File: config.mk
export PLATFORM = sky130hd
export DESIGN_NAME = debounced_pedal_timed_relay
export DESIGN_NICKNAME = d
export VERILOG_FILES = /design/src/rtl/dpr_pkg.sv /design/src/rtl/debounced_pedal_timed_relay.sv
export SDC_FILE = /design/constraint.sdc
export NUM_CORES = 1
export LEC_CHECK = 0
export ABC_AREA = 1
export BUFFER_PORTS_ARGS = -buffer_cell sky130_fd_sc_hd__buf_2
export CORE_UTILIZATION = 50
export CTS_BUF_LIST = sky130_fd_sc_hd__clkbuf_4
export DETAILED_ROUTE_END_ITERATION = 10
export MAX_ROUTING_LAYER = met4
export PLACE_DENSITY_LB_ADDON = 0.15
export SETUP_SLACK_MARGIN = 0.05
export SLEW_MARGIN = 20
export SYNTH_ARGS = -nofsm -noshare
export SYNTH_HDL_FRONTEND = slang
export SYNTH_SLANG_ARGS = --single-unit
export TNS_END_PERCENT = 100
File: constraint.sdc
create_clock -name clock -period 6.4 [get_ports clock]
set_clock_uncertainty 0.15 [all_clocks]
set_input_delay 0.96 -clock clock [delete_from_list [all_inputs] [get_ports clock]]
set_output_delay 0.96 -clock clock [all_outputs]
set_load 0.01 [all_outputs]
File: src/rtl/dpr_pkg.sv
// Package for the debounced pedal timed relay: widths, reset values, register and mode codes.
package dpr_pkg;

   localparam int unsigned SampleWidth    = 10;
   localparam int unsigned DebounceWidth  = 10;
   localparam int unsigned WindowWidth    = 10;
   localparam int unsigned BaseWidth      = 16;
   localparam int unsigned ScaleWidth     = 4;
   localparam int unsigned CountdownWidth = 20;
   localparam int unsigned ModeWidth      = 2;
   localparam int unsigned CsrIndexWidth  = 2;
   localparam int unsigned CsrDataWidth   = 16;

   typedef logic [ModeWidth-1:0]     mode_type;
   typedef logic [CsrIndexWidth-1:0] csr_index_type;

   localparam mode_type ModeOff   = 2'd0;
   localparam mode_type ModeTimed = 2'd1;
   localparam mode_type ModeLatch = 2'd2;

   localparam csr_index_type CsrDebounceTicks    = 2'd0;
   localparam csr_index_type CsrDoublePressTicks = 2'd1;
   localparam csr_index_type CsrTimeoutBase      = 2'd2;
   localparam csr_index_type CsrTimeoutScale     = 2'd3;

   localparam logic [DebounceWidth-1:0] DebounceTicksReset    = 10'd50;
   localparam logic [WindowWidth-1:0]   DoublePressTicksReset = 10'd200;
   localparam logic [BaseWidth-1:0]     TimeoutBaseReset      = 16'd1000;
   localparam logic [ScaleWidth-1:0]    TimeoutScaleReset     = 4'd5;

endpackage

File: src/rtl/debounced_pedal_timed_relay.sv
// Debounced pedal timed relay: lockout debouncer, mode machine and result register.
// An accepted input's result is written straight into the output register.
// Throughput: one tick per cycle; the input is taken while the output register is
// empty or is being emptied in the same cycle, so a stalled result holds the input.
// Reset (synchronous, active high) restores default registers, clears the debouncer,
// countdowns and held sample, sets the mode to off and empties the output register.
module debounced_pedal_timed_relay (
   input  logic                                   clock,
   input  logic                                   reset,
   input  logic                                   req_valid,
   output logic                                   req_stall,
   input  logic                                   req_pedal_level,
   input  logic                                   req_pot_valid,
   input  logic [dpr_pkg::SampleWidth-1:0]        req_pot_sample,
   output logic                                   rsp_valid,
   input  logic                                   rsp_stall,
   output logic                                   rsp_relay_on,
   output logic                                   rsp_led_on,
   output logic [dpr_pkg::ModeWidth-1:0]          rsp_mode,
   input  logic                                   csr_we,
   input  logic [dpr_pkg::CsrIndexWidth-1:0]      csr_index,
   input  logic [dpr_pkg::CsrDataWidth-1:0]       csr_wdata
);
   import dpr_pkg::*;

   logic [DebounceWidth-1:0]  debounce_ticks_ff;
   logic [WindowWidth-1:0]    double_press_ticks_ff;
   logic [BaseWidth-1:0]      timeout_base_ff;
   logic [ScaleWidth-1:0]     timeout_scale_ff;

   logic [DebounceWidth-1:0]  lockout_ff, lockout_in;
   logic                      last_level_ff, last_level_in;
   mode_type                  mode_ff, mode_in;
   logic [CountdownWidth-1:0] on_count_ff, on_count_in;
   logic [WindowWidth-1:0]    window_ff, window_in;
   logic [SampleWidth-1:0]    held_sample_ff, held_sample_in;

   logic                      rsp_valid_ff, rsp_valid_in;
   logic                      relay_ff, relay_in;
   logic                      led_ff, led_in;
   mode_type                  rsp_mode_ff;

   logic                      req_accept;
   logic                      press;
   logic [SampleWidth+ScaleWidth-1:0] scaled;
   logic [CountdownWidth-1:0] timeout_load;

   assign req_stall  = rsp_valid_ff & rsp_stall;
   assign req_accept = req_valid & ~req_stall;

   always_ff @(posedge clock) begin
      if (reset) begin
         debounce_ticks_ff     <= DebounceTicksReset;
         double_press_ticks_ff <= DoublePressTicksReset;
         timeout_base_ff       <= TimeoutBaseReset;
         timeout_scale_ff      <= TimeoutScaleReset;
      end else if (csr_we) begin
         case (csr_index)
            CsrDebounceTicks:    debounce_ticks_ff     <= csr_wdata[DebounceWidth-1:0];
            CsrDoublePressTicks: double_press_ticks_ff <= csr_wdata[WindowWidth-1:0];
            CsrTimeoutBase:      timeout_base_ff       <= csr_wdata[BaseWidth-1:0];
            CsrTimeoutScale:     timeout_scale_ff      <= csr_wdata[ScaleWidth-1:0];
            default: ;
         endcase
      end
   end

   always_comb begin
      held_sample_in = req_pot_valid ? req_pot_sample : held_sample_ff;
      scaled         = timeout_scale_ff * held_sample_in;
      timeout_load   = CountdownWidth'(timeout_base_ff) + CountdownWidth'(scaled);

      lockout_in    = lockout_ff;
      last_level_in = last_level_ff;
      press         = 1'b0;
      if (lockout_ff == '0) begin
         if (last_level_ff != req_pedal_level) begin
            lockout_in    = debounce_ticks_ff;
            last_level_in = req_pedal_level;
            press         = req_pedal_level;
         end
      end else begin
         lockout_in = lockout_ff - 1'b1;
      end

      mode_in     = mode_ff;
      on_count_in = on_count_ff;
      window_in   = window_ff;
      relay_in    = 1'b0;
      led_in      = 1'b0;
      case (mode_ff)
         ModeOff: begin
            if (press) begin
               mode_in     = ModeTimed;
               on_count_in = timeout_load;
               window_in   = double_press_ticks_ff;
            end
         end
         ModeTimed: begin
            relay_in = 1'b1;
            led_in   = 1'b1;
            if (press) begin
               mode_in = (window_ff == '0) ? ModeOff : ModeLatch;
            end else if (on_count_ff == '0) begin
               mode_in = ModeOff;
            end else begin
               on_count_in = on_count_ff - 1'b1;
               if (window_ff != '0) begin
                  window_in = window_ff - 1'b1;
               end
            end
         end
         ModeLatch: begin
            relay_in = 1'b1;
            if (press) begin
               mode_in = ModeOff;
            end
         end
         default: begin
            mode_in = ModeOff;
         end
      endcase

      if (req_accept) begin
         rsp_valid_in = 1'b1;
      end else if (!rsp_stall) begin
         rsp_valid_in = 1'b0;
      end else begin
         rsp_valid_in = rsp_valid_ff;
      end
   end

   always_ff @(posedge clock) begin
      if (reset) begin
         lockout_ff     <= '0;
         last_level_ff  <= 1'b0;
         mode_ff        <= ModeOff;
         on_count_ff    <= '0;
         window_ff      <= '0;
         held_sample_ff <= '0;
         rsp_valid_ff   <= 1'b0;
      end else begin
         rsp_valid_ff <= rsp_valid_in;
         if (req_accept) begin
            lockout_ff     <= lockout_in;
            last_level_ff  <= last_level_in;
            mode_ff        <= mode_in;
            on_count_ff    <= on_count_in;
            window_ff      <= window_in;
            held_sample_ff <= held_sample_in;
         end
      end
   end

   always_ff @(posedge clock) begin
      if (req_accept) begin
         relay_ff    <= relay_in;
         led_ff      <= led_in;
         rsp_mode_ff <= mode_in;
      end
   end

   assign rsp_valid    = rsp_valid_ff;
   assign rsp_relay_on = relay_ff;
   assign rsp_led_on   = led_ff;
   assign rsp_mode     = rsp_mode_ff;

   // every accepted tick leaves a result in the output register
   a_transfer_gives_result: assert property (@(posedge clock) disable iff (reset)
      req_accept |=> rsp_valid_ff)
      else $error("accepted tick produced no result");

   // LED only ever lit together with the relay
   a_led_implies_relay: assert property (@(posedge clock) disable iff (reset)
      (rsp_valid_ff && led_ff) |-> relay_ff)
      else $error("LED lit with relay off");

   // lockout counts down by one per tick
   a_lockout_counts_down: assert property (@(posedge clock) disable iff (reset)
      (req_accept && lockout_ff != '0) |=> lockout_ff == $past(lockout_ff) - 1'b1)
      else $error("lockout counter did not decrement");

   // the stored mode and the reported mode agree after a tick
   a_mode_reported: assert property (@(posedge clock) disable iff (reset)
      req_accept |=> rsp_mode_ff == mode_ff)
      else $error("reported mode differs from held mode");

endmodule

After elaboration in Yosys (flattened, before gate mapping)

Cells that the tools add are included.

Add/sub/neg operators: 4
Multipliers: 1
Equality and inequality tests: 12
Muxes and demuxes: 24
Bitwise gates (word level): 3
Reduce and logical (&&, ||, !) cells: 16

Operator list:

| cell                                                  | number |
|---|---|
| 2-to-1 mux 10 bit                                     | 7 |
| 2-to-1 mux 20 bit                                     | 3 |
| case mux 20 bit (2 select lines)                      | 1 |
| logical NOT 10 bit                                    | 2 |
| logical NOT 20 bit                                    | 1 |
| case mux 10 bit (2 select lines)                      | 1 |
| subtractor 10 x 1 -> 10 bit, second input constant    | 2 |
| subtractor 20 x 1 -> 20 bit, second input constant    | 1 |
| adder 16 x 14 -> 17 bit                               | 1 |
| multiplier 4 x 10 -> 14 bit                           | 1 |
| 2-to-1 mux 2 bit                                      | 5 |
| AND reduction 2 bit                                   | 5 |
| nonzero test 10 bit                                   | 1 |
| inequality test 2 bit, second input constant          | 4 |
| equality test 2 bit, second input constant            | 3 |
| 2-to-1 mux 1 bit                                      | 6 |
| case mux 2 bit (3 select lines)                       | 1 |
| AND reduction 6 bit                                   | 1 |
| AND reduction 5 bit                                   | 1 |
| equality test 2 x 1 -> 1 bit, second input constant   | 2 |
| logical NOT 2 bit                                     | 2 |
| inequality test 2 x 1 -> 1 bit, second input constant | 2 |
| AND reduction 3 bit                                   | 1 |
| AND 1 bit                                             | 2 |
| 4 further kinds                                       | 4 |

Bits in registers: 98
Bits of input ports: 35
Output and inout port bits: 6
Word-level logic and storage cells: 74

Logic depth before layout (Yosys ltp)

Word-level depth: 5
Mapped depth: 22
Gate-level depth less buffers: 22

Least setup slack after synthesis

OpenSTA, ideal clock, no wires.

Kind: input-to-reg
Start point: input req_pot_valid
End point: register on_count_ff[12]
Setup time: 112 ps
Arrival time: 4491 ps
Data required time: 6138 ps
Slack: 1647 ps
Cell stages on the path: 19
Path buffers: 1
Cells stage by stage: buf_1 > mux2i_1 > nor2_1 > fa_1 > fa_1 > inv_1 > fa_1 > inv_1 > ha_1 > nand2_1 > inv_1 > a21oi_1 > nand2_1 > nand2_1 > nand2_1 > o21ai_0 > nor2_1 > nor2_1 > nor2_1

Longest elaborated chain between the ends: 5

RTL lines:

| what                             | RTL line                           | text |
|---|---|---|
| start, declared                  | debounced_pedal_timed_relay.sv:13  | `input logic req_pot_valid,` |
| 2-to-1 mux 10 bit                | debounced_pedal_timed_relay.sv:69  | `held_sample_in = req_pot_valid ? req_pot_sample : held_sample_ff;` |
| multiplier 4 x 10 -> 14 bit      | debounced_pedal_timed_relay.sv:70  | `scaled = timeout_scale_ff * held_sample_in;` |
| adder 16 x 14 -> 17 bit          | debounced_pedal_timed_relay.sv:71  | `timeout_load = CountdownWidth'(timeout_base_ff) + CountdownWidth'(scaled);` |
| 2-to-1 mux 20 bit                | debounced_pedal_timed_relay.sv:93  | `if (press) begin` |
| case mux 20 bit (2 select lines) | debounced_pedal_timed_relay.sv:91  | `case (mode_ff)` |
| end signal, assigned             | debounced_pedal_timed_relay.sv:148 | `on_count_ff <= on_count_in;` |
| end, declared                    | debounced_pedal_timed_relay.sv:34  | `logic [CountdownWidth-1:0] on_count_ff, on_count_in;` |

Every way passes these cells. The select of a mux whose other input is x is not followed.
A chain may end at the register's enable or synchronous reset.

Worst setup path after layout

Start point: input req_pot_valid
End point: register on_count_ff[8]

The elaborated chain is that of the path after synthesis.

==> run summary <==
CTS tree: built
crit-path max cell delay: 0.55 ns
Residual DRC: 0
worst-margin pin slew: 1.01 ns
Critical Path Most Common Cell: nand2_1
Worst-Skew Late Latency: 0.49 ns
gr ovfl total: 0
CP Max Fanout: 14
Post-synth EDFFs: 4
TritonRoute pass-1 iters: 5
Cell Pwr Density: 358 nW/um^2
CP top delay family: adder cells
Worst EP arrival: 4.72 ns
count of unique library cells instantiated by Yosys: 37
die area: 14,400 um^2
P_leak: 3.82 nW
Required @ worst endpoint: 6.67 ns
Worst Setup Start Kind: input port
nets@finish: 1,168
Post-Place Cells: 1,238
Netlist Area Pre-Place: 6980 um^2
hold slack: 0.326 ns
Initial Utilization: 0.519
Reg clk slew, reported paths: 0.16 ns
vias in the first global route: 5,831
H-tree depth: 3
top cells by count, synth: nand2_1 (232), nor2_1 (189), inv_1 (145)
Max Slew Vio Count: 0
XOR/XNOR Fraction of Synth Area: 0.0213
I/O pin count: 41
clock sinks: 98
I/O Buffers: 40
share of the synthesized area in the top cell type: 0.270
CP Class: input port to flip-flop
final setup fails: 0
register area share after synthesis: 0.287
remaining antenna violation count after routing: 0
Cell Chain, Critical Path: buf_2 -> o21ai_0 -> nor2_1 -> fa_1 -> fa_1 -> inv_1 -> fa_1 -> inv_1 -> ha_1 -> nand2_1 -> inv_1 -> a21oi_1 -> nand2_1 -> xor2_1 -> nand2_1 -> nand2_1 -> nor2_1 -> nor2_1
CTS root buf: clkbuf_4
count leader, synth: nand2_1
wirelength, routed: 15,900 um
Vert. Die Dim: 120 um
initial antenna violation count: 1
cts bufs inserted: 9
Synth Area in Simple Gates: 0.324
Slew Limit Headroom: 0.324
post_cts resized: 0
multiplexer area fraction after synthesis: 0.0115
status: finished clean
row cnt: 42
adder-cell share of the synthesized area: 0.137
Top FF cell, synth: dfxtp_1
post-synthesis compound-gate area fraction: 0.117
RSZ-0062 raised after global routing: no
largest net degree at the start of global routing: 60
syn nets: 1,147
min Tclk post-route: 4.45 ns
Synth area leader: dfxtp_1
Layout Cells excl Fill: 1,255
hold_buf cts: 0
post-CTS setup buffer count: 0
Async SR Flop Fraction: 0
chip width: 120 um
Max Root-Sink Buffers: 2
critical path capture point type: flip-flop
Syn Inst Count: 1,052
fin util: 0.553
fraction of layout cells with a size suffix above 1: 0.0891
DP Wirelength: 11,700 um
Area Overhead vs Synth: 6.52%
drt via density: 5.03
Yosys Warn Count: 0
largest family of logic cells by synthesized area: simple AND/OR/NAND/NOR gates
Tot GR Track Use: 0.243
period utilization: 0.695
DR vias: 6,316
first-pass GRT wire length: 27,300 um
Mean Syn Cell Area: 6.64 um^2
DRT iter0 DRCs: 417
CP Buf/Inv Count: 4
Post-Route Setup TNS: 0 ns
Worst path slowest cell: fa_1
core area: 13,500 um^2
max-cap violations: 0
Area contributors post-synth: dfxtp_1 (27%), nand2_1 (12%), nor2_1 (10%)
WL/cell: 12.7 um
Yosys reg bits: 98
Hold Crit Class: flip-flop to flip-flop
fmax: 225 MHz
Fin. Hold Viols: 0
peak supply drop: 0.177 mV
Placer Congestion: 0.920
==> final timing paths <==
kind              cells past startpoint  slack (ns)         startpoint              to
setup / recovery                     18        1.95      req_pot_valid  on_count_ff[8]
hold reg to reg                       2        0.33      lockout_ff[2]   lockout_ff[2]
setup reg to reg                     17        2.31  held_sample_ff[3]  on_count_ff[8]
hold / removal                        2        0.33      lockout_ff[2]   lockout_ff[2]
==> state kept, by name, indices dropped and copies added, names as in the netlist <==
register,cells
mode_ff,2
rsp_valid,1
rsp_mode,2
on_count_ff,20
rsp_relay_on,1
debounce_ticks_ff,10
timeout_base_ff,16
rsp_led_on,1
timeout_scale_ff,4
held_sample_ff,10
double_press_ticks_ff,10
last_level_ff,1
lockout_ff,10
window_ff,10
==> layer usage <==
| layer | share of wire | GRT usage |
|---|---|---|
| met1 | 0.51 | 0.324 |
| met2 | 0.45 | 0.383 |
| met3 | 0.034 | 0.0437 |
| met4 | 0.011 | 0.0516 |
| met5 | 0 | - |
==> report_power, final <==
group	switching [mW]	leakage (nW)	internal, mW	total, mW
Clock	0.227	0.0888	0.164	0.391
Combinational	0.975	2.92	0.526	1.50
Sequential	0.0684	0.810	0.703	0.772
==> worst reg2reg max path: cells and delay by family, from the launching register on <==
family                     cells  cell delay (ns)
AOI/OAI and AO/OA              2             0.56
xor gates and xnor gates       1             0.17
adders and majority gates      4             1.93
buffers and inverters          3             0.15
DFF                            1             0.33
and+or+nand+nor                7             0.73
==> placed cells by master (no fill, tap or decap), types with 14 or more instances in the layout <==
cell	n
a21oi_1	63
buf_2	40
dfxtp_1	94
fa_1	27
ha_1	33
inv_1	144
nand2_1	232
nand3_1	57
nor2_1	189
o21ai_0	72
xor2_1	14
==> kinds of logic after synthesis <==
kind of cell | Yosys count
AOI/OAI and AO/OA | 155
xor gates and xnor gates | 17
adders and majority gates | 60
buffers and inverters | 183
DFF | 98
muxes | 8
and+or+nand+nor | 531
==> layout make-up <==
cell class	instances	area, um^2
multi-input combinational	771	4260
clock buffer	10	75.1
tap	176	220
clock inverter	6	86.3
antenna	1	2.50
sequential	98	2000
inverter	149	559
timing repair buffer	44	230
fill	1416	6020
==> per-stage QoR <==
stage / instance area (um^2) / worst slack (ns) / power [mW]
2_1_floorplan: 6980 / 1.65 / 1.99
3_3_place_gp: 7270 / 1.48 / 2.26
3_5_place_dp: 7270 / 1.45 / 2.28
4_1_cts: 7430 / 1.97 / 2.67
5_1_grt: 7440 / 1.62 / 2.94
6_report: 7440 / 1.95 / 2.66
Note: power is estimated with default switching activity, not from simulation.
